==> src/hce_pkg.sv <==
// hill cipher encryption: shared constants, command codes and item types
// no dependencies; used by every module of the block and by its checker
package hce_pkg;

  localparam int unsigned MaxN        = 4;
  localparam int unsigned AlphabetMax = 128;
  localparam int unsigned CharCodes   = 256;

  localparam int unsigned CmdW     = 2;
  localparam int unsigned PosW     = 7;
  localparam int unsigned CharW    = 8;
  localparam int unsigned BlkW     = 3;
  localparam int unsigned AlphW    = 8;
  localparam int unsigned CfgIdxW  = 1;
  localparam int unsigned CfgDataW = 8;

  localparam int unsigned IdxW     = $clog2(MaxN);
  localparam int unsigned CntW     = $clog2(MaxN + 1);
  localparam int unsigned KeyDepth = MaxN * MaxN;
  localparam int unsigned KeyAW    = $clog2(KeyDepth);
  localparam int unsigned ProdW    = 2 * PosW;
  // even width, the remainder unit takes two bits a step
  localparam int unsigned AccW     = ((ProdW + $clog2(MaxN) + 1) / 2) * 2;
  localparam int unsigned ModSteps = AccW / 2;
  localparam int unsigned ModCntW  = $clog2(ModSteps);

  localparam logic [BlkW-1:0]  BlkReset  = 3'd2;
  localparam logic [AlphW-1:0] AlphReset = 8'd66;

  typedef enum logic [CmdW-1:0] {
    CMD_LOAD_ALPHA = 2'd0,
    CMD_LOAD_KEY   = 2'd1,
    CMD_DATA       = 2'd2,
    CMD_END        = 2'd3
  } cmd_e;

  typedef enum logic [CfgIdxW-1:0] {
    CFG_BLOCK_SIZE    = 1'b0,
    CFG_ALPHABET_SIZE = 1'b1
  } cfg_idx_e;

  typedef enum logic [2:0] {
    ST_IDLE   = 3'd0,
    ST_LOOKUP = 3'd1,
    ST_MAC    = 3'd2,
    ST_MOD    = 3'd3,
    ST_OUT    = 3'd4
  } hce_state_e;

  typedef struct packed {
    logic [CmdW-1:0]  command;
    logic [PosW-1:0]  position;
    logic [CharW-1:0] value;
  } in_item_t;

  typedef struct packed {
    logic [CharW-1:0] out_char;
    logic             last_of_block;
  } out_item_t;

endpackage

==> src/hill_cipher_encrypt.sv <==
// hill cipher encryption over a loadable alphabet; load, key, data and end commands
// load and key commands leave the input open; a data character that leaves the block open stalls it through the lookup
// a full block of n characters is encrypted one row at a time: key memory reads and
// multiply-accumulate for the row, reduction in the shared remainder unit, then output
// the output register lets the next item in while the last character of a block waits
// reset: character table valid bits cleared at once, no clearing pass; block_size 2, m 66
module hill_cipher_encrypt (
  input  logic                         clk_i,
  input  logic                         rst_ni,
  input  logic                         in_valid_i,
  output logic                         in_stall_o,
  input  hce_pkg::in_item_t            in_i,
  output logic                         out_valid_o,
  input  logic                         out_stall_i,
  output hce_pkg::out_item_t           out_o,
  input  logic                         cfg_we_i,
  input  logic [hce_pkg::CfgIdxW-1:0]  cfg_idx_i,
  input  logic [hce_pkg::CfgDataW-1:0] cfg_data_i
);
  import hce_pkg::*;

  hce_state_e       state_q, state_d;
  logic [BlkW-1:0]  block_size_q;
  logic [AlphW-1:0] alphabet_size_q;
  logic [CntW-1:0]  n_eff;
  logic [AlphW-1:0] m_eff;

  logic [CntW-1:0]  fill_q, fill_d, fill_inc;
  logic             pending_q, pending_d;
  logic [IdxW-1:0]  row_q, row_d;
  logic [CntW-1:0]  col_q, col_d;
  logic             rd_vld_q, rd_vld_d;
  logic [IdxW-1:0]  rd_col_q, rd_col_d;
  logic [AccW-1:0]  acc_q, acc_d;
  logic [PosW-1:0]  buf_q [MaxN];
  logic             buf_we;
  logic             out_valid_q;
  out_item_t        out_q;
  logic             out_load;
  logic             out_free;
  logic             last_row;

  // memories and their read registers
  logic [PosW-1:0]  c2p_mem [CharCodes];
  logic             c2p_vld_q [CharCodes];
  logic [CharW-1:0] p2c_mem [AlphabetMax];
  logic [PosW-1:0]  key_mem [KeyDepth];
  logic [PosW-1:0]  c2p_rd_q;
  logic             c2p_hit_q;
  logic [PosW-1:0]  key_rd_q;
  logic [CharW-1:0] p2c_rd_q;

  logic             in_acc;
  logic [KeyAW-1:0] key_addr;
  logic [PosW-1:0]  buf_op;
  logic [ProdW-1:0] prod;
  logic             mod_start;
  logic             mod_done;
  logic [PosW-1:0]  mod_rem;

  assign in_stall_o = (state_q != ST_IDLE);
  assign in_acc     = in_valid_i && !in_stall_o;
  assign out_free   = !out_valid_q || !out_stall_i;

  always_comb begin
    if (block_size_q == '0) begin
      n_eff = CntW'(1);
    end else if (CntW'(block_size_q) > CntW'(MaxN)) begin
      n_eff = CntW'(MaxN);
    end else begin
      n_eff = CntW'(block_size_q);
    end
    if (alphabet_size_q == '0) begin
      m_eff = AlphW'(1);
    end else if (alphabet_size_q > AlphW'(AlphabetMax)) begin
      m_eff = AlphW'(AlphabetMax);
    end else begin
      m_eff = alphabet_size_q;
    end
  end

  // configuration registers
  always_ff @(posedge clk_i or negedge rst_ni) begin
    if (!rst_ni) begin
      block_size_q    <= BlkReset;
      alphabet_size_q <= AlphReset;
    end else if (cfg_we_i) begin
      case (cfg_idx_e'(cfg_idx_i))
        CFG_BLOCK_SIZE:    block_size_q    <= cfg_data_i[BlkW-1:0];
        CFG_ALPHABET_SIZE: alphabet_size_q <= cfg_data_i[AlphW-1:0];
        default: ;
      endcase
    end
  end

  // key address row * n + column, read in the cycle before the accumulate
  assign key_addr = KeyAW'(row_q) * KeyAW'(n_eff) + KeyAW'(col_q[IdxW-1:0]);

  // entries past the fill count act as pad position 0
  assign buf_op   = (CntW'(rd_col_q) < fill_q) ? buf_q[rd_col_q] : '0;
  assign prod     = ProdW'(key_rd_q) * ProdW'(buf_op);
  assign fill_inc = fill_q + CntW'(fill_q < CntW'(MaxN));
  assign last_row = (CntW'(row_q) == n_eff - CntW'(1));

  always_comb begin
    state_d   = state_q;
    fill_d    = fill_q;
    pending_d = pending_q;
    row_d     = row_q;
    col_d     = col_q;
    acc_d     = acc_q;
    rd_vld_d  = 1'b0;
    rd_col_d  = col_q[IdxW-1:0];
    buf_we    = 1'b0;
    mod_start = 1'b0;
    out_load  = 1'b0;
    case (state_q)
      ST_IDLE: begin
        if (in_acc) begin
          case (cmd_e'(in_i.command))
            CMD_DATA: state_d = ST_LOOKUP;
            CMD_END: begin
              if (fill_q != '0 || pending_q) begin
                row_d   = '0;
                col_d   = '0;
                acc_d   = '0;
                state_d = ST_MAC;
              end
            end
            default: ;
          endcase
        end
      end
      ST_LOOKUP: begin
        if (!c2p_hit_q) begin
          pending_d = 1'b1;
          state_d   = ST_IDLE;
        end else begin
          buf_we = (fill_q < CntW'(MaxN));
          fill_d = fill_inc;
          if (fill_inc >= n_eff) begin
            row_d   = '0;
            col_d   = '0;
            acc_d   = '0;
            state_d = ST_MAC;
          end else begin
            state_d = ST_IDLE;
          end
        end
      end
      ST_MAC: begin
        if (col_q < n_eff) begin
          rd_vld_d = 1'b1;
          col_d    = col_q + CntW'(1);
        end
        if (rd_vld_q) begin
          acc_d = acc_q + AccW'(prod);
          if (CntW'(rd_col_q) == n_eff - CntW'(1)) begin
            mod_start = 1'b1;
            state_d   = ST_MOD;
          end
        end
      end
      ST_MOD: begin
        if (mod_done) begin
          state_d = ST_OUT;
        end
      end
      ST_OUT: begin
        if (out_free) begin
          out_load = 1'b1;
          if (last_row) begin
            fill_d    = '0;
            pending_d = 1'b0;
            state_d   = ST_IDLE;
          end else begin
            row_d   = row_q + IdxW'(1);
            col_d   = '0;
            acc_d   = '0;
            state_d = ST_MAC;
          end
        end
      end
      default: state_d = ST_IDLE;
    endcase
  end

  always_ff @(posedge clk_i or negedge rst_ni) begin
    if (!rst_ni) begin
      state_q     <= ST_IDLE;
      fill_q      <= '0;
      pending_q   <= 1'b0;
      rd_vld_q    <= 1'b0;
      out_valid_q <= 1'b0;
    end else begin
      state_q   <= state_d;
      fill_q    <= fill_d;
      pending_q <= pending_d;
      rd_vld_q  <= rd_vld_d;
      if (out_load) begin
        out_valid_q <= 1'b1;
      end else if (out_valid_o && !out_stall_i) begin
        out_valid_q <= 1'b0;
      end
    end
  end

  always_ff @(posedge clk_i) begin
    row_q    <= row_d;
    col_q    <= col_d;
    acc_q    <= acc_d;
    rd_col_q <= rd_col_d;
    if (buf_we) begin
      buf_q[fill_q[IdxW-1:0]] <= c2p_rd_q;
    end
    if (out_load) begin
      out_q.out_char      <= p2c_rd_q;
      out_q.last_of_block <= last_row;
    end
  end

  // character to position valid bits
  always_ff @(posedge clk_i or negedge rst_ni) begin
    if (!rst_ni) begin
      for (int i = 0; i < CharCodes; i++) begin
        c2p_vld_q[i] <= 1'b0;
      end
    end else if (in_acc && cmd_e'(in_i.command) == CMD_LOAD_ALPHA) begin
      c2p_vld_q[in_i.value] <= 1'b1;
    end
  end

  // table writes from load commands
  always_ff @(posedge clk_i) begin
    if (in_acc && cmd_e'(in_i.command) == CMD_LOAD_ALPHA &&
        32'(in_i.position) < AlphabetMax) begin
      p2c_mem[in_i.position] <= in_i.value;
      c2p_mem[in_i.value]    <= in_i.position;
    end
    if (in_acc && cmd_e'(in_i.command) == CMD_LOAD_KEY &&
        32'(in_i.position) < KeyDepth) begin
      key_mem[in_i.position[KeyAW-1:0]] <= in_i.value[PosW-1:0];
    end
  end

  // synchronous reads
  always_ff @(posedge clk_i) begin
    c2p_rd_q  <= c2p_mem[in_i.value];
    c2p_hit_q <= c2p_vld_q[in_i.value];
    key_rd_q  <= key_mem[key_addr];
    p2c_rd_q  <= p2c_mem[mod_rem];
  end

  hce_mod u_mod (
    .clk_i      (clk_i),
    .rst_ni     (rst_ni),
    .start_i    (mod_start),
    .dividend_i (acc_d),
    .modulus_i  (m_eff),
    .done_o     (mod_done),
    .rem_o      (mod_rem)
  );

  assign out_valid_o = out_valid_q;
  assign out_o       = out_q;

endmodule

==> src/hce_mod.sv <==
// remainder unit: reduces a row sum modulo the alphabet size, two bits a cycle
// depends on hce_pkg
module hce_mod (
  input  logic                      clk_i,
  input  logic                      rst_ni,
  input  logic                      start_i,
  input  logic [hce_pkg::AccW-1:0]  dividend_i,
  input  logic [hce_pkg::AlphW-1:0] modulus_i,
  output logic                      done_o,
  output logic [hce_pkg::PosW-1:0]  rem_o
);
  import hce_pkg::*;

  logic               busy_q;
  logic               done_q;
  logic [ModCntW-1:0] cnt_q;
  logic [AccW-1:0]    div_q;
  logic [PosW-1:0]    rem_q;
  logic [PosW:0]      t1;
  logic [PosW:0]      t2;
  logic [PosW-1:0]    rem_d;

  // two restoring steps; remainder stays below the modulus, so one subtract each
  always_comb begin
    t1 = {rem_q, div_q[AccW-1]};
    if (t1 >= modulus_i) begin
      t1 = t1 - modulus_i;
    end
    t2 = {t1[PosW-1:0], div_q[AccW-2]};
    if (t2 >= modulus_i) begin
      t2 = t2 - modulus_i;
    end
    rem_d = t2[PosW-1:0];
  end

  always_ff @(posedge clk_i or negedge rst_ni) begin
    if (!rst_ni) begin
      busy_q <= 1'b0;
      done_q <= 1'b0;
      cnt_q  <= '0;
    end else begin
      done_q <= 1'b0;
      if (start_i) begin
        busy_q <= 1'b1;
        cnt_q  <= '0;
      end else if (busy_q) begin
        cnt_q <= cnt_q + ModCntW'(1);
        if (cnt_q == ModCntW'(ModSteps - 1)) begin
          busy_q <= 1'b0;
          done_q <= 1'b1;
        end
      end
    end
  end

  always_ff @(posedge clk_i) begin
    if (start_i) begin
      div_q <= dividend_i;
      rem_q <= '0;
    end else if (busy_q) begin
      div_q <= {div_q[AccW-3:0], 2'b00};
      rem_q <= rem_d;
    end
  end

  assign done_o = done_q;
  assign rem_o  = rem_q;

endmodule

==> config.mk <==
export PLATFORM = sky130hd
export DESIGN_NAME = hill_cipher_encrypt
export DESIGN_NICKNAME = d
export VERILOG_FILES = /design/src/hce_pkg.sv /design/src/hill_cipher_encrypt.sv /design/src/hce_mod.sv
export SDC_FILE = /design/constraint.sdc
export NUM_CORES = 2
export LEC_CHECK = 0
export BUFFER_PORTS_ARGS = -buffer_cell sky130_fd_sc_hd__buf_2
export CORE_UTILIZATION = 50
export CTS_CLUSTER_SIZE = 28
export DETAILED_ROUTE_END_ITERATION = 10
export PLACE_DENSITY = 0.65
export RECOVER_POWER = 50
export SLEW_MARGIN = 25
export SYNTH_ARGS = -nofsm -noshare
export SYNTH_HDL_FRONTEND = slang
export SYNTH_SLANG_ARGS = --single-unit
==> constraint.sdc <==
create_clock -name clk_i -period 13.1 [get_ports clk_i]
set_clock_uncertainty 0.05 [all_clocks]
set_input_delay 0.655 -clock clk_i [delete_from_list [all_inputs] [get_ports clk_i]]
set_output_delay 0.655 -clock clk_i [all_outputs]
set_load 0.05 [all_outputs]
==> results.yml <==
final_layout:
  multi_input_area_mm2: 0.03173
  register_area_mm2: 0.09768
  nets: 6842
  final_util_pct: 56.29
  fillers: 19280
  drive_gt1_share_pct: 25.67
  syn2layout_area_growth_pct: 11.65
  layout_common_cells: "edfxtp_1, mux4_2, nor2_1"
  final_cells: 10480
  mostFrequentLayoutCell: "edfxtp_1"
grt:
  grt_pass1_vias: 65920
  track_usage_pct: 25.48
  grt_max_degree: 189
  grt_antenna_before_repair: 16
  grt_pass1_wl_um: 483500
  busiest_layer: "met2"
  met1_usage_pct: 36.01
  use_met2_pct: 39.12
  overflow: 0
  met3_usage_pct: 5.962
cts:
  numCtsBuffers: 339
  clk_pin_slew_worst_paths_ps: 60
  cts_tree: "built"
  cts.path.max_buffers: 4
  cts_root_buffer: "clkbuf_16"
  clkLatencyLatePin_ps: 900
  h-tree-depth: 5
  cts_sinks: 3315
route:
  first_pass_iters: 8
  route.detailed.drc: 0
  antenna_left: 0
  drt_iter0_markers: 8376
  wl_um: 336000
  vias: 65800
  vias_per_cell: 6.278
  wl_per_cell_um: 32.06
pwr:
  leakage_nw: 48.43
  ir_drop_mv: 0.2612
  p_per_area_mw_per_mm2: 184.0
critical_path:
  critPathLaunch: "in_i[3]"
  r2r_slack_ps: 7110
  cp_max_fo: 38
  crit-reg2reg-launch: "rd_col_q[1]"
  crit_required_ps: 13800
  critical_path_arrival_ps: 10330
  critical_path_class: "primary input to register"
  r2r_end: "u_mod.div_q[14]"
  cp-start-kind: "primary input"
  worstRegToRegCells: 20
  crit_path_end_kind: "register"
die:
  ios: 42
  die-area_mm2: 0.2646
  die_w_um: 514.4
  start_util_pct: 50.42
  die_h_um: 514.4
  core_area_mm2: 0.2604
  rows: 187
worst_hold_path:
  worstHoldPathType: "primary input to register"
  hold-path-endpoint: "block_size_q[0]"
  min_from: "cfg_idx_i"
  min_path_cells: 4
timing:
  max-slew-margin-rel_pct: -317.8
  fmax_mhz: 103.9
  slew_violations: 3174
  fin_crit_sh_pct: 73.50
  rsz0062_at_grt: "no"
  min_period_ps: 9629
  report.final.setup_viol: 0
  tns_ps: 0
  tightest_slew_ps: 6267
  hold_violations: 0
synth:
  ys_async_sr_fraction_pct: 8.477
  synth_flop_cell: "edfxtp_1"
  syn_area_mm2: 0.1313
  yosysSeqAreaShare_pct: 74.38
  synthCells: 6510
  yosys_warnings: 0
  synth.net_count: 6651
  synth_area_per_cell_um2: 20.17
  yosysUniqueCellTypes: 70
  synth_edf_count: 2986
  synth-seq-cells: 3315
placement:
  placed_cells: 9842
  hpwl_um: 210800
  port_buffers: 41
  gp_congestion: 0.9680
job:
  drv_cap: 54
status:
  failed_checks: "max-capacitance violations, max-slew violations"
  status: "complete, but fails checks"
## synthesized netlist by cell type, types with 21 or more instances
master / n / area share (%)
mux4_2: 882 / 15
mux2_2: 24 / 0.21
dfrtp_1: 278 / 5.3
nor2b_1: 34 / 0.16
nand2_1: 220 / 0.63
nand4_1: 22 / 0.10
nand3_1: 62 / 0.24
buf_1: 46 / 0.13
a21oi_1: 67 / 0.26
a22oi_1: 91 / 0.52
clkbuf_1: 142 / 0.41
a31oi_1: 30 / 0.14
fa_1: 40 / 0.61
and2_1: 38 / 0.18
mux2i_1: 117 / 0.89
nor2_1: 476 / 1.4
o21ai_0: 54 / 0.21
a211oi_1: 22 / 0.13
edfxtp_1: 2986 / 68
buf_4: 33 / 0.19
dfxtp_1: 48 / 0.73
buf_2: 106 / 0.40
nor4_1: 21 / 0.10
or2_2: 253 / 1.2
ha_1: 70 / 0.67
inv_1: 101 / 0.29
## stage by stage
stage,setup slack (ps),cell area (um^2),power (mW),hold WS (ps)
global placement,7170,135600,17.53,393.4
floorplan,7555,131300,15.89,309.4
global route,3313,146600,27.97,62.98
CTS,7102,146900,27.10,5.026
detailed placement,7152,135700,17.56,396.5
finish,3471,146600,26.98,61.91
## worst max-delay path by stage
| stage | cells past startpoint | slack [ps] | end |
|---|---|---|---|
| 6_report | 12 | 3470 | c2p_rd_q[0] |
| 5_1_grt | 10 | 3310 | c2p_rd_q[5] |
| 4_1_cts | 20 | 7100 | u_mod.div_q[14] |
| 3_5_place_dp | 20 | 7150 | u_mod.div_q[14] |
| 3_3_place_gp | 22 | 7170 | u_mod.div_q[15] |
| 2_1_floorplan | 19 | 7560 | u_mod.div_q[14] |
## area by class of cell
class                   instances  share of cell area (%)
multi-input cells            2751                   21.65
clock buffers                 465                   6.331
well taps                    3496                   2.984
diodes                          3                0.005121
flip-flops and latches       3315                   66.63
repair buffers                192                  0.9090
clock inverters               157                   1.232
inverters                     102                  0.2646
## repair_timing
item | 4_1_cts | 5_1_grt
hold buffers | 12 | 0
endpoints found under the hold margin | 100 | 0
setup buffers | 0 | 0
setup endpoints to repair | 0 | 0
gates resized for setup | 0 | 0
## flip-flops by register name (all words and copies together) (netlist names), 7 cells and up
register	count
c2p_mem	1792
p2c_mem	1024
c2p_vld_q	256
key_mem	112
buf_q	28
acc_q	16
u_mod.div_q	16
out_o	9
alphabet_size_q	8
p2c_rd_q	8
c2p_rd_q	7
key_rd_q	7
u_mod.rem_o	7
## power by group
part           total (mW)  internal, mW  switching, mW  leakage (nW)
Sequential           12.0          11.7          0.259          31.1
Clock                9.63          5.54           4.09          5.40
Combinational        5.39          2.39           3.00          11.9
Total                27.0          19.6           7.35          48.4
## per-layer routing
layer	vias to the layer above	part of all wire [%]
met4	8	4.2
met2	3261	46
met1	35120	39
li1	26760	-
met3	656	9.9
met5	-	0.018
## critical path, stage by stage
cell and delay [ps]:
dlygate4sd3_1 520, clkbuf_1 1840, clkbuf_1 2070, clkbuf_1 2040, mux4_2 470, nor2b_1 180, a211oi_1 340, a311oi_1 90
a311oi_1 880, nor3_1 80, a2111oi_0 910, nand4_1 140
## cell families (layout without fill, tap and decap cells)
family | count (synthesis) | in the layout | share of synthesized area [%]
AO/OA/AOI/OAI | 378 | 378 | 1.973
XOR/XNOR | 29 | 29 | 0.1934
adder cells (fa/ha/maj) | 110 | 110 | 1.277
buffers and inverters | 444 | 916 | 1.550
flip-flops | 3315 | 3315 | 74.38
multiplexers | 1023 | 1023 | 16.23
other | 0 | 3 | 0
AND/OR/NAND/NOR | 1211 | 1211 | 4.398
Note: power is estimated with default switching activity, not from simulation.
